[src/rtl/idte_pkg.sv]
// shared types and constants for the datetime to epoch converter
`default_nettype none
package idte_pkg;

  typedef enum logic [4:0] {
    PH_YEAR, PH_DASH1, PH_MONTH, PH_DASH2, PH_DAY, PH_DATE_END, PH_HOUR, PH_COLON,
    PH_MINUTE, PH_AFTER_MIN, PH_SECOND, PH_AFTER_SEC, PH_FRAC_ONE, PH_FRAC_MORE,
    PH_OFF_HOUR, PH_OFF_COLON, PH_OFF_MIN, PH_DONE
  } phase_t;

  typedef enum logic [2:0] {
    ST_PARSE, ST_CONV0, ST_CONV1, ST_CONV2, ST_CONV3, ST_OUT
  } ctl_state_t;

  typedef struct packed {
    logic take;
    logic clear;
    logic [2:0] step;
    logic load_out;
  } cmd_t;

  typedef struct packed {
    logic end_ok;
  } stat_t;

  localparam logic [7:0] CH_0 = 8'd48;
  localparam logic [7:0] CH_9 = 8'd57;

endpackage
`default_nettype wire

[src/rtl/idte_datapath.sv]
// field accumulation and epoch arithmetic
`default_nettype none
module idte_datapath (
  input  wire logic clk,
  input  wire logic rst,
  input  wire logic [7:0] c,
  input  wire idte_pkg::cmd_t cmd,
  output idte_pkg::stat_t stat,
  output logic parse_ok_r,
  output logic signed [62:0] epoch_r
);
  import idte_pkg::*;

  phase_t phase, phase_next;
  logic [3:0] dig, dig_next;
  logic [13:0] yr, yr_next;
  logic [6:0] mo, dy, hr, mi, se, oh, om;
  logic [6:0] mo_next, dy_next, hr_next, mi_next, se_next, oh_next, om_next;
  logic [29:0] fr, fr_next;
  logic [3:0] fd, fd_next;
  logic oneg, oneg_next, err, err_next;

  logic isd;
  logic [3:0] dv;
  assign isd = (c >= CH_0) && (c <= CH_9);
  assign dv = 4'(c - CH_0);

  // day of the march-based year on which each month starts
  function automatic logic [8:0] month_start(input logic [3:0] m);
    case (m)
      4'd0:    month_start = 9'd0;
      4'd1:    month_start = 9'd31;
      4'd2:    month_start = 9'd61;
      4'd3:    month_start = 9'd92;
      4'd4:    month_start = 9'd122;
      4'd5:    month_start = 9'd153;
      4'd6:    month_start = 9'd184;
      4'd7:    month_start = 9'd214;
      4'd8:    month_start = 9'd245;
      4'd9:    month_start = 9'd275;
      4'd10:   month_start = 9'd306;
      4'd11:   month_start = 9'd337;
      default: month_start = 9'd0;
    endcase
  endfunction

  always_comb begin
    phase_next = phase; dig_next = dig; yr_next = yr; mo_next = mo; dy_next = dy;
    hr_next = hr; mi_next = mi; se_next = se; oh_next = oh; om_next = om;
    fr_next = fr; fd_next = fd; oneg_next = oneg; err_next = err;
    if (!err) begin
      case (phase)
        PH_YEAR, PH_MONTH, PH_DAY, PH_HOUR, PH_MINUTE, PH_SECOND, PH_OFF_HOUR,
        PH_OFF_MIN: begin
          if (!isd) err_next = 1'b1;
          else begin
            case (phase)
              PH_YEAR:     yr_next = 14'(yr * 10 + dv);
              PH_MONTH:    mo_next = 7'(mo * 10 + dv);
              PH_DAY:      dy_next = 7'(dy * 10 + dv);
              PH_HOUR:     hr_next = 7'(hr * 10 + dv);
              PH_MINUTE:   mi_next = 7'(mi * 10 + dv);
              PH_SECOND:   se_next = 7'(se * 10 + dv);
              PH_OFF_HOUR: oh_next = 7'(oh * 10 + dv);
              default:     om_next = 7'(om * 10 + dv);
            endcase
            dig_next = dig + 4'd1;
            if (dig_next >= ((phase == PH_YEAR) ? 4'd4 : 4'd2)) begin
              dig_next = '0;
              case (phase)
                PH_YEAR:     phase_next = PH_DASH1;
                PH_MONTH:    phase_next = PH_DASH2;
                PH_DAY:      phase_next = PH_DATE_END;
                PH_HOUR:     phase_next = PH_COLON;
                PH_MINUTE:   phase_next = PH_AFTER_MIN;
                PH_SECOND:   phase_next = PH_AFTER_SEC;
                PH_OFF_HOUR: phase_next = PH_OFF_COLON;
                default:     phase_next = PH_DONE;
              endcase
            end
          end
        end
        PH_DASH1: if (c == "-") phase_next = PH_MONTH; else err_next = 1'b1;
        PH_DASH2: if (c == "-") phase_next = PH_DAY; else err_next = 1'b1;
        PH_DATE_END: if (c == "T" || c == " ") phase_next = PH_HOUR; else err_next = 1'b1;
        PH_COLON: if (c == ":") phase_next = PH_MINUTE; else err_next = 1'b1;
        PH_OFF_COLON: if (c == ":") phase_next = PH_OFF_MIN; else err_next = 1'b1;
        PH_AFTER_MIN, PH_AFTER_SEC, PH_FRAC_ONE, PH_FRAC_MORE: begin
          if ((phase == PH_FRAC_ONE || phase == PH_FRAC_MORE) && isd) begin
            if (fd < 4'd9) begin
              fr_next = 30'(fr * 10 + dv);
              fd_next = fd + 4'd1;
            end
            phase_next = PH_FRAC_MORE;
          end else if (phase == PH_AFTER_MIN && c == ":") phase_next = PH_SECOND;
          else if (phase == PH_FRAC_ONE) err_next = 1'b1;
          else if (c == "." && phase != PH_FRAC_MORE) phase_next = PH_FRAC_ONE;
          else if (c == "Z" || c == "z") phase_next = PH_DONE;
          else if (c == "+" || c == "-") begin
            oneg_next = (c == "-");
            phase_next = PH_OFF_HOUR;
          end else err_next = 1'b1;
        end
        default: err_next = 1'b1;
      endcase
    end
  end

  // range checks on the next-state fields
  logic leap, fv, end_ph;
  logic [4:0] maxd;
  always_comb begin
    // within 1970..2100 only 2100 is a multiple of four that is not leap
    leap = (yr_next[1:0] == 2'b00) && (yr_next != 14'd2100);
    case (mo_next)
      7'd2:    maxd = leap ? 5'd29 : 5'd28;
      7'd4, 7'd6, 7'd9, 7'd11: maxd = 5'd30;
      default: maxd = 5'd31;
    endcase
    fv = (yr_next >= 14'd1970) && (yr_next <= 14'd2100) && (mo_next >= 7'd1) &&
         (mo_next <= 7'd12) && (dy_next >= 7'd1) && (dy_next <= 7'(maxd)) &&
         (hr_next <= 7'd23) && (mi_next <= 7'd59) && (se_next <= 7'd60) &&
         (oh_next <= 7'd23) && (om_next <= 7'd59);
    end_ph = (phase_next == PH_DATE_END) || (phase_next == PH_AFTER_MIN) ||
             (phase_next == PH_AFTER_SEC) || (phase_next == PH_FRAC_MORE) ||
             (phase_next == PH_DONE);
  end
  assign stat.end_ok = !err_next && end_ph && fv;

  always_ff @(posedge clk) begin
    if (rst || cmd.clear) begin
      phase <= PH_YEAR; dig <= '0; yr <= '0; mo <= '0; dy <= '0; hr <= '0; mi <= '0;
      se <= '0; oh <= '0; om <= '0; fr <= '0; fd <= '0; oneg <= 1'b0; err <= 1'b0;
    end else if (cmd.take) begin
      phase <= phase_next; dig <= dig_next; yr <= yr_next; mo <= mo_next; dy <= dy_next;
      hr <= hr_next; mi <= mi_next; se <= se_next; oh <= oh_next; om <= om_next;
      fr <= fr_next; fd <= fd_next; oneg <= oneg_next; err <= err_next;
    end
  end

  // conversion: latched copy, then several multiply steps
  logic ok_l;
  logic [13:0] yy;
  logic [3:0] mp;
  logic [8:0] doy;
  logic signed [18:0] secod;
  logic [29:0] frs;
  logic [16:0] days;
  logic signed [37:0] sec;
  logic signed [62:0] ns_hi, ns_sum;
  logic [8:0] yoe;
  logic [29:0] f10;
  logic [3:0] fk;
  logic [2:0] cent;
  logic q400;

  assign q400 = (yoe >= 9'd400);
  assign cent = (yoe >= 9'd500) ? 3'd5 : (q400 ? 3'd4 : 3'd3);

  always_ff @(posedge clk) begin
    case (cmd.step)
      3'd1: begin
        ok_l  <= stat.end_ok;
        yy    <= (mo_next <= 7'd2) ? yr_next - 14'd1 : yr_next;
        mp    <= (mo_next > 7'd2) ? 4'(mo_next - 7'd3) : 4'(mo_next + 7'd9);
        doy   <= 9'(dy_next) - 9'd1;
        secod <= 19'(hr_next * 3600 + mi_next * 60 + se_next) -
                 (oneg_next ? -19'(oh_next * 3600 + om_next * 60)
                            : 19'(oh_next * 3600 + om_next * 60));
        frs   <= fr_next;
        fk    <= fd_next;
      end
      3'd2: begin
        yoe <= 9'(yy - 14'd1600);
        doy <= month_start(mp) + doy;
        if (fk < 4'd9) begin frs <= 30'(frs * 10); fk <= fk + 4'd1; end
      end
      3'd3: begin
        // days from the 1600 era base, moved to the epoch
        days <= 17'(32'(yoe) * 32'd365 + 32'(yoe[8:2]) - 32'(cent) + 32'(q400) +
                    32'(doy) - 32'd135080);
        if (fk < 4'd9) begin frs <= 30'(frs * 10); fk <= fk + 4'd1; end
      end
      3'd4: begin
        sec <= $signed({21'd0, days}) * 38'sd86400 + 38'(secod);
        if (fk < 4'd9) begin frs <= 30'(frs * 10); fk <= fk + 4'd1; end
      end
      3'd5: begin
        ns_hi <= 63'(sec * 64'sd1000000000);
        if (fk < 4'd9) begin frs <= 30'(frs * 10); fk <= fk + 4'd1; end
      end
      default: begin
        if (fk < 4'd9) begin frs <= 30'(frs * 10); fk <= fk + 4'd1; end
      end
    endcase
  end
  assign f10 = frs;
  assign ns_sum = ns_hi + 63'(f10);

  always_ff @(posedge clk) begin
    if (cmd.load_out) begin
      parse_ok_r <= ok_l;
      epoch_r <= ok_l ? ns_sum : '0;
    end
  end
endmodule
`default_nettype wire

[src/rtl/idte_ctrl.sv]
// sequencing controller and output handshake
`default_nettype none
module idte_ctrl (
  input  wire logic clk,
  input  wire logic rst,
  input  wire logic in_valid,
  input  wire logic last_in,
  output logic in_ready,
  output logic out_valid,
  input  wire logic out_ready,
  output idte_pkg::cmd_t cmd
);
  import idte_pkg::*;

  ctl_state_t st, st_next;
  logic [3:0] cnt, cnt_next;
  logic ov, ov_next;

  always_comb begin
    st_next = st; cnt_next = cnt; ov_next = ov;
    if (ov && out_ready) ov_next = 1'b0;
    case (st)
      ST_PARSE: if (in_valid && last_in) begin st_next = ST_CONV0; cnt_next = 4'd2; end
      ST_CONV0: begin
        cnt_next = cnt + 4'd1;
        if (cnt == 4'd11) st_next = ST_OUT;
      end
      ST_OUT: if (!ov || out_ready) begin st_next = ST_PARSE; ov_next = 1'b1; end
      default: st_next = ST_PARSE;
    endcase
  end

  always_comb begin
    in_ready = (st == ST_PARSE);
    cmd.take = in_ready && in_valid;
    cmd.clear = (st == ST_PARSE) && in_valid && last_in;
    cmd.step = (st == ST_PARSE) ? ((in_valid && last_in) ? 3'd1 : 3'd0)
             : (st == ST_CONV0) ? ((cnt > 4'd5) ? 3'd6 : 3'(cnt)) : 3'd6;
    cmd.load_out = (st == ST_OUT) && (!ov || out_ready);
  end
  assign out_valid = ov;

  always_ff @(posedge clk) begin
    if (rst) begin
      st <= ST_PARSE; cnt <= '0; ov <= 1'b0;
    end else begin
      st <= st_next; cnt <= cnt_next; ov <= ov_next;
    end
  end
endmodule
`default_nettype wire

[src/rtl/iso_datetime_to_epoch_ns.sv]
// top level: iso datetime text to epoch nanoseconds
// usage:
//   input channel: char_code and last_char with in_valid / in_ready, one
//   character per item, one item per cycle while a text is being read.
//   output channel: parse_ok and epoch_ns with out_valid / out_ready, one
//   item per text, given after the item marked last_char.
//   sequence: once the last character is taken the text is converted
//   (fraction scaling by ten one step a cycle, day count, and the seconds
//   and nanosecond multiplies), then the result is registered and
//   out_valid rises.
//   throughput: one character per cycle, then in_ready is low while each
//   text is converted and its result registered.
//   the result register holds the item until taken; while the previous
//   result still waits the next text may already be read, and the new
//   result waits for the old one to go, with in_ready low meanwhile.
//   reset: synchronous, returns the parser to the year field and drops
//   out_valid.
`default_nettype none
module iso_datetime_to_epoch_ns (
  input  wire logic clk,
  input  wire logic rst,
  input  wire logic in_valid,
  output logic in_ready,
  input  wire logic [7:0] char_code,
  input  wire logic last_char,
  output logic out_valid,
  input  wire logic out_ready,
  output logic parse_ok,
  output logic signed [62:0] epoch_ns
);
  import idte_pkg::*;

  cmd_t cmd;
  stat_t stat;

  idte_ctrl u_ctrl (
    .clk, .rst, .in_valid, .last_in(last_char), .in_ready, .out_valid, .out_ready, .cmd
  );
  idte_datapath u_dp (
    .clk, .rst, .c(char_code), .cmd, .stat, .parse_ok_r(parse_ok), .epoch_r(epoch_ns)
  );
endmodule
`default_nettype wire

[config.mk]
export PLATFORM = sky130hd
export DESIGN_NAME = iso_datetime_to_epoch_ns
export DESIGN_NICKNAME = d
export VERILOG_FILES = /design/src/rtl/idte_pkg.sv /design/src/rtl/idte_datapath.sv /design/src/rtl/idte_ctrl.sv /design/src/rtl/iso_datetime_to_epoch_ns.sv
export SDC_FILE = /design/constraint.sdc
export NUM_CORES = 2
export LEC_CHECK = 0
export ABC_AREA = 1
export BUFFER_PORTS_ARGS = -buffer_cell sky130_fd_sc_hd__buf_2
export CORE_ASPECT_RATIO = 0.6
export CORE_UTILIZATION = 29
export CTS_CLUSTER_SIZE = 28
export DETAILED_ROUTE_END_ITERATION = 10
export MAX_ROUTING_LAYER = met4
export SLEW_MARGIN = 20
export SYNTH_ARGS = -nofsm -noshare
export SYNTH_HDL_FRONTEND = slang
export SYNTH_SLANG_ARGS = --single-unit
[constraint.sdc]
create_clock -name clk -period 9.1 [get_ports clk]
set_clock_uncertainty 0.2 [all_clocks]
set_input_delay 1.82 -clock clk [delete_from_list [all_inputs] [get_ports clk]]
set_output_delay 1.82 -clock clk [all_outputs]
set_load 0.02 [all_outputs]
==> results.yml <==
status:
  result_of_the_run: "complete, no violations"
synthesis:
  synth_area_leader_cell: "fa_1"
  synth_common_cells: "inv_1, nand2_1, ha_1, fa_1, a21oi_1"
  postSynth.topFlopCell: "edfxtp_1"
  yosys-top-cells-area: "fa_1, ha_1, edfxtp_1"
  avgSynthCellArea_um2: 8.28
  number_of_enable_flip_flop_cells_after_synthesis: 256
  synth-async-reset-ratio_pct: 0
  yosysSeqAreaShare_pct: 19.4
  synthCells: 6344
  syn_std_cell_area_mm2: 0.0526
  postSynthNetCount: 7679
  synthesis.yosys.warnings: 0
  yosys_register_bits: 380
  synth_most_common_cell: "inv_1"
  synth_cell_types: 67
  yosysTopAreaCellShare_pct: 20.3
final_layout:
  area_growth_pct: 10.6
  share_of_layout_cells_above_drive_strength_1_pct: 6.45
  final_nets: 7860
  n_antenna_cell: 0
  number_of_fill_cells: 18827
  finish.cell_count_without_fillers: 8940
  design_area_mm2: 0.0581
clock_tree:
  worst_setup_hold_path_clk_slew_ns: 0.06
  clock_tree_from_tritoncts: "done"
  cts_root_buffer: "clkbuf_16"
  tritoncts.num_buffers: 44
  cts_max_level: 2
  clock_sink_count: 380
  cts_max_path_buffers: 3
  worstSkewPairLatency_ns: 0.62
global_routing:
  globalRouteTotalUtil_pct: 16.6
  grt_pass1_wl_mm: 234
  largest_net_degree_at_the_start_of_global_routing: 97
  first_global_vias: 41021
  globalRouteOverflowTotal: 0
  initial_antenna_violation_count: 2
setup_path:
  critPathSlowestCell: "fa_1"
  timing.critical_path.arrival_ns: 8.75
  reg2reg_slack_ns: 1.02
  critical_path.reg2reg.startpoint: "u_dp.phase[3]$_SDFFE_PP0P_"
  setup.worst_path.start_class: "input pin"
  cp_data_required_time_ns: 9.26
  critical_path.max_stage_delay_ns: 0.56
  crit_path_frequent_cell: "nand2_1"
  cp_max_fanout: 4
  timing.critical_path.to_type: "flop"
  critical-path-top-delay-family: "adder cells"
  critPathBufInv: 9
  worst-setup-path-type: "input pin to flop"
  worst_r2r_endpoint: "u_dp.secod[18]$_DFFE_PP_"
  worstRegToRegCells: 52
sta:
  final_count_of_negative_setup_slack_endpoints: 0
  hold_viol: 0
  timing.final.crit_share_pct: 94.4
  fin_crit_ns: 8.59
  finalMaxSlewViolations: 0
  relSlewSlack_pct: 30.5
  actual_slew_at_the_worst_max_slew_pin_ns: 1.04
  whs_ns: 0.208
  achievable-frequency_mhz: 116
floorplanning:
  io-pin-count: 79
  start_util_pct: 29.3
  core.rowCount: 120
  fp.dieArea_mm2: 0.183
  core_footprint_mm2: 0.179
  die_width_um: 552
  die_h_um: 332
drt:
  routedWlPerCell_um: 16.5
  drt-vias-per-instance: 4.69
  first_iter_violations: 3532
  vias: 41945
  drt.antenna.violating_nets: 0
  drt-total-wl_mm: 147
  drtPass1Iterations: 5
  residual_drc: 0
hold_path:
  timing.hold.worst.class: "flop to flop"
  timing.hold.worst_endpoint: "u_dp.yoe[1]$_DFFE_PP_"
  hold_start: "u_dp.yy[1]$_DFFE_PP_"
  min_path_cells: 0
placement:
  gp_congestion: 0.964
  post-place-cells: 8855
  port-buffer-count: 78
  dpl_cell_area_mm2: 0.0566
  hpwlAfterDp_mm: 127
pwr:
  p_leak_nw: 29.3
  powerDensity_mw_per_mm2: 182
  vdd_ir_drop_max_uv: 227
flow_run:
  drv_cap: 0
-- kinds of logic after synthesis --
family | synth area share (%)
AND/OR/NAND/NOR | 15.3
buffers and inverters | 10.8
XOR/XNOR | 5.16
adder cells (fa/ha/maj) | 39.1
multiplexers | 0.0381
flip-flops | 19.4
AO/OA/AOI/OAI | 10.3
-- area by class of cell --
type / count / area [um2] / share of cell area (%)
clock buffers: 53 / 1170 / 2.02
clock inverters: 29 / 288 / 0.495
inverters: 1430 / 5370 / 9.24
multi-input cells: 4470 / 36800 / 63.4
flip-flops and latches: 380 / 10200 / 17.5
well taps: 2379 / 2980 / 5.12
repair buffers: 199 / 1320 / 2.26
-- repair_timing --
action                     4_1_cts  5_1_grt
setup buffers                    0        2
resized for setup                0       20
hold buffers                     0        0
setup endpoints to repair        0        4
-- registers in the layout (all words and copies together), names as in the netlist, 9 cells and up, named ones only --
name	flops
u_dp.f10	30
u_dp.secod	19
u_dp.sec	36
u_dp.ns_hi	54
u_dp.epoch_r	63
u_dp.days	17
u_dp.yr	14
u_dp.doy	9
u_dp.yoe	9
u_dp.fr	30
u_dp.yy	9
-- power breakdown --
part,internal [mW],switching (mW),total (mW)
Clock,1.04,0.808,1.85
Sequential,2.33,0.266,2.60
Combinational,2.37,3.74,6.11
-- per-stage QoR --
| step | setup WS (ns) | setup TNS [ns] | utilization [%] | total power [mW] |
|---|---|---|---|---|
| final | 0.508 | 0 | 32.5 | 10.6 |
| after global routing | -0.0210 | -0.0210 | 32.5 | 11.5 |
| after CTS | 0.319 | 0 | 32.4 | 10.5 |
| after detailed placement | -0.309 | -0.720 | 31.6 | 8.63 |
| after global placement | -0.439 | -0.684 | 31.6 | 8.56 |
| after floorplan | 0.00109 | 0 | - | 6.83 |
-- cell usage in the layout, fill, tap and decap left out, types with 10 or more instances in the layout --
master	count
nand3b_1	16
o21ai_0	304
nor2_4	11
inv_2	24
xnor2_1	134
fa_1	532
buf_4	119
buf_2	78
a21oi_1	415
nand2_1	1048
o21ai_1	42
nand3_1	230
ha_1	787
xor2_1	172
clkinv_2	10
nor4_1	21
o21bai_1	27
clkbuf_16	44
a21boi_0	13
o211ai_1	29
nor3_1	54
nand4_1	68
o21ai_2	18
nand3_2	11
dfxtp_1	124
a21o_1	31
or2_2	26
o21a_1	26
a31oi_1	26
nor2_2	19
nand2_2	13
inv_1	1404
edfxtp_1	256
nor2_1	320
-- routing by layer --
| layer | GRT usage, % | up-vias | wire length [um] |
|---|---|---|---|
| met3 | 2.62 | 94 | 11500 |
| li1 | - | 20720 | - |
| met1 | 27.3 | 19988 | 81700 |
| met4 | 1.82 | 0 | 1400 |
| met2 | 21.0 | 1143 | 52800 |
| met5 | - | - | 0 |
-- worst max-delay path by stage --
| stage | from | endpoint | slack [ns] | depth (start not counted) |
|---|---|---|---|---|
| floorplan | char_code[7] | u_dp.secod[18]$_DFFE_PP_ | 0.001 | 41 |
| global placement | char_code[1] | u_dp.secod[18]$_DFFE_PP_ | -0.44 | 50 |
| detailed placement | char_code[1] | u_dp.secod[18]$_DFFE_PP_ | -0.31 | 48 |
| CTS | char_code[1] | u_dp.secod[18]$_DFFE_PP_ | 0.32 | 48 |
| global route | char_code[1] | u_dp.secod[18]$_DFFE_PP_ | -0.02 | 50 |
| finish | char_code[1] | u_dp.secod[18]$_DFFE_PP_ | 0.51 | 48 |
Note: power is estimated with default switching activity, not from simulation.
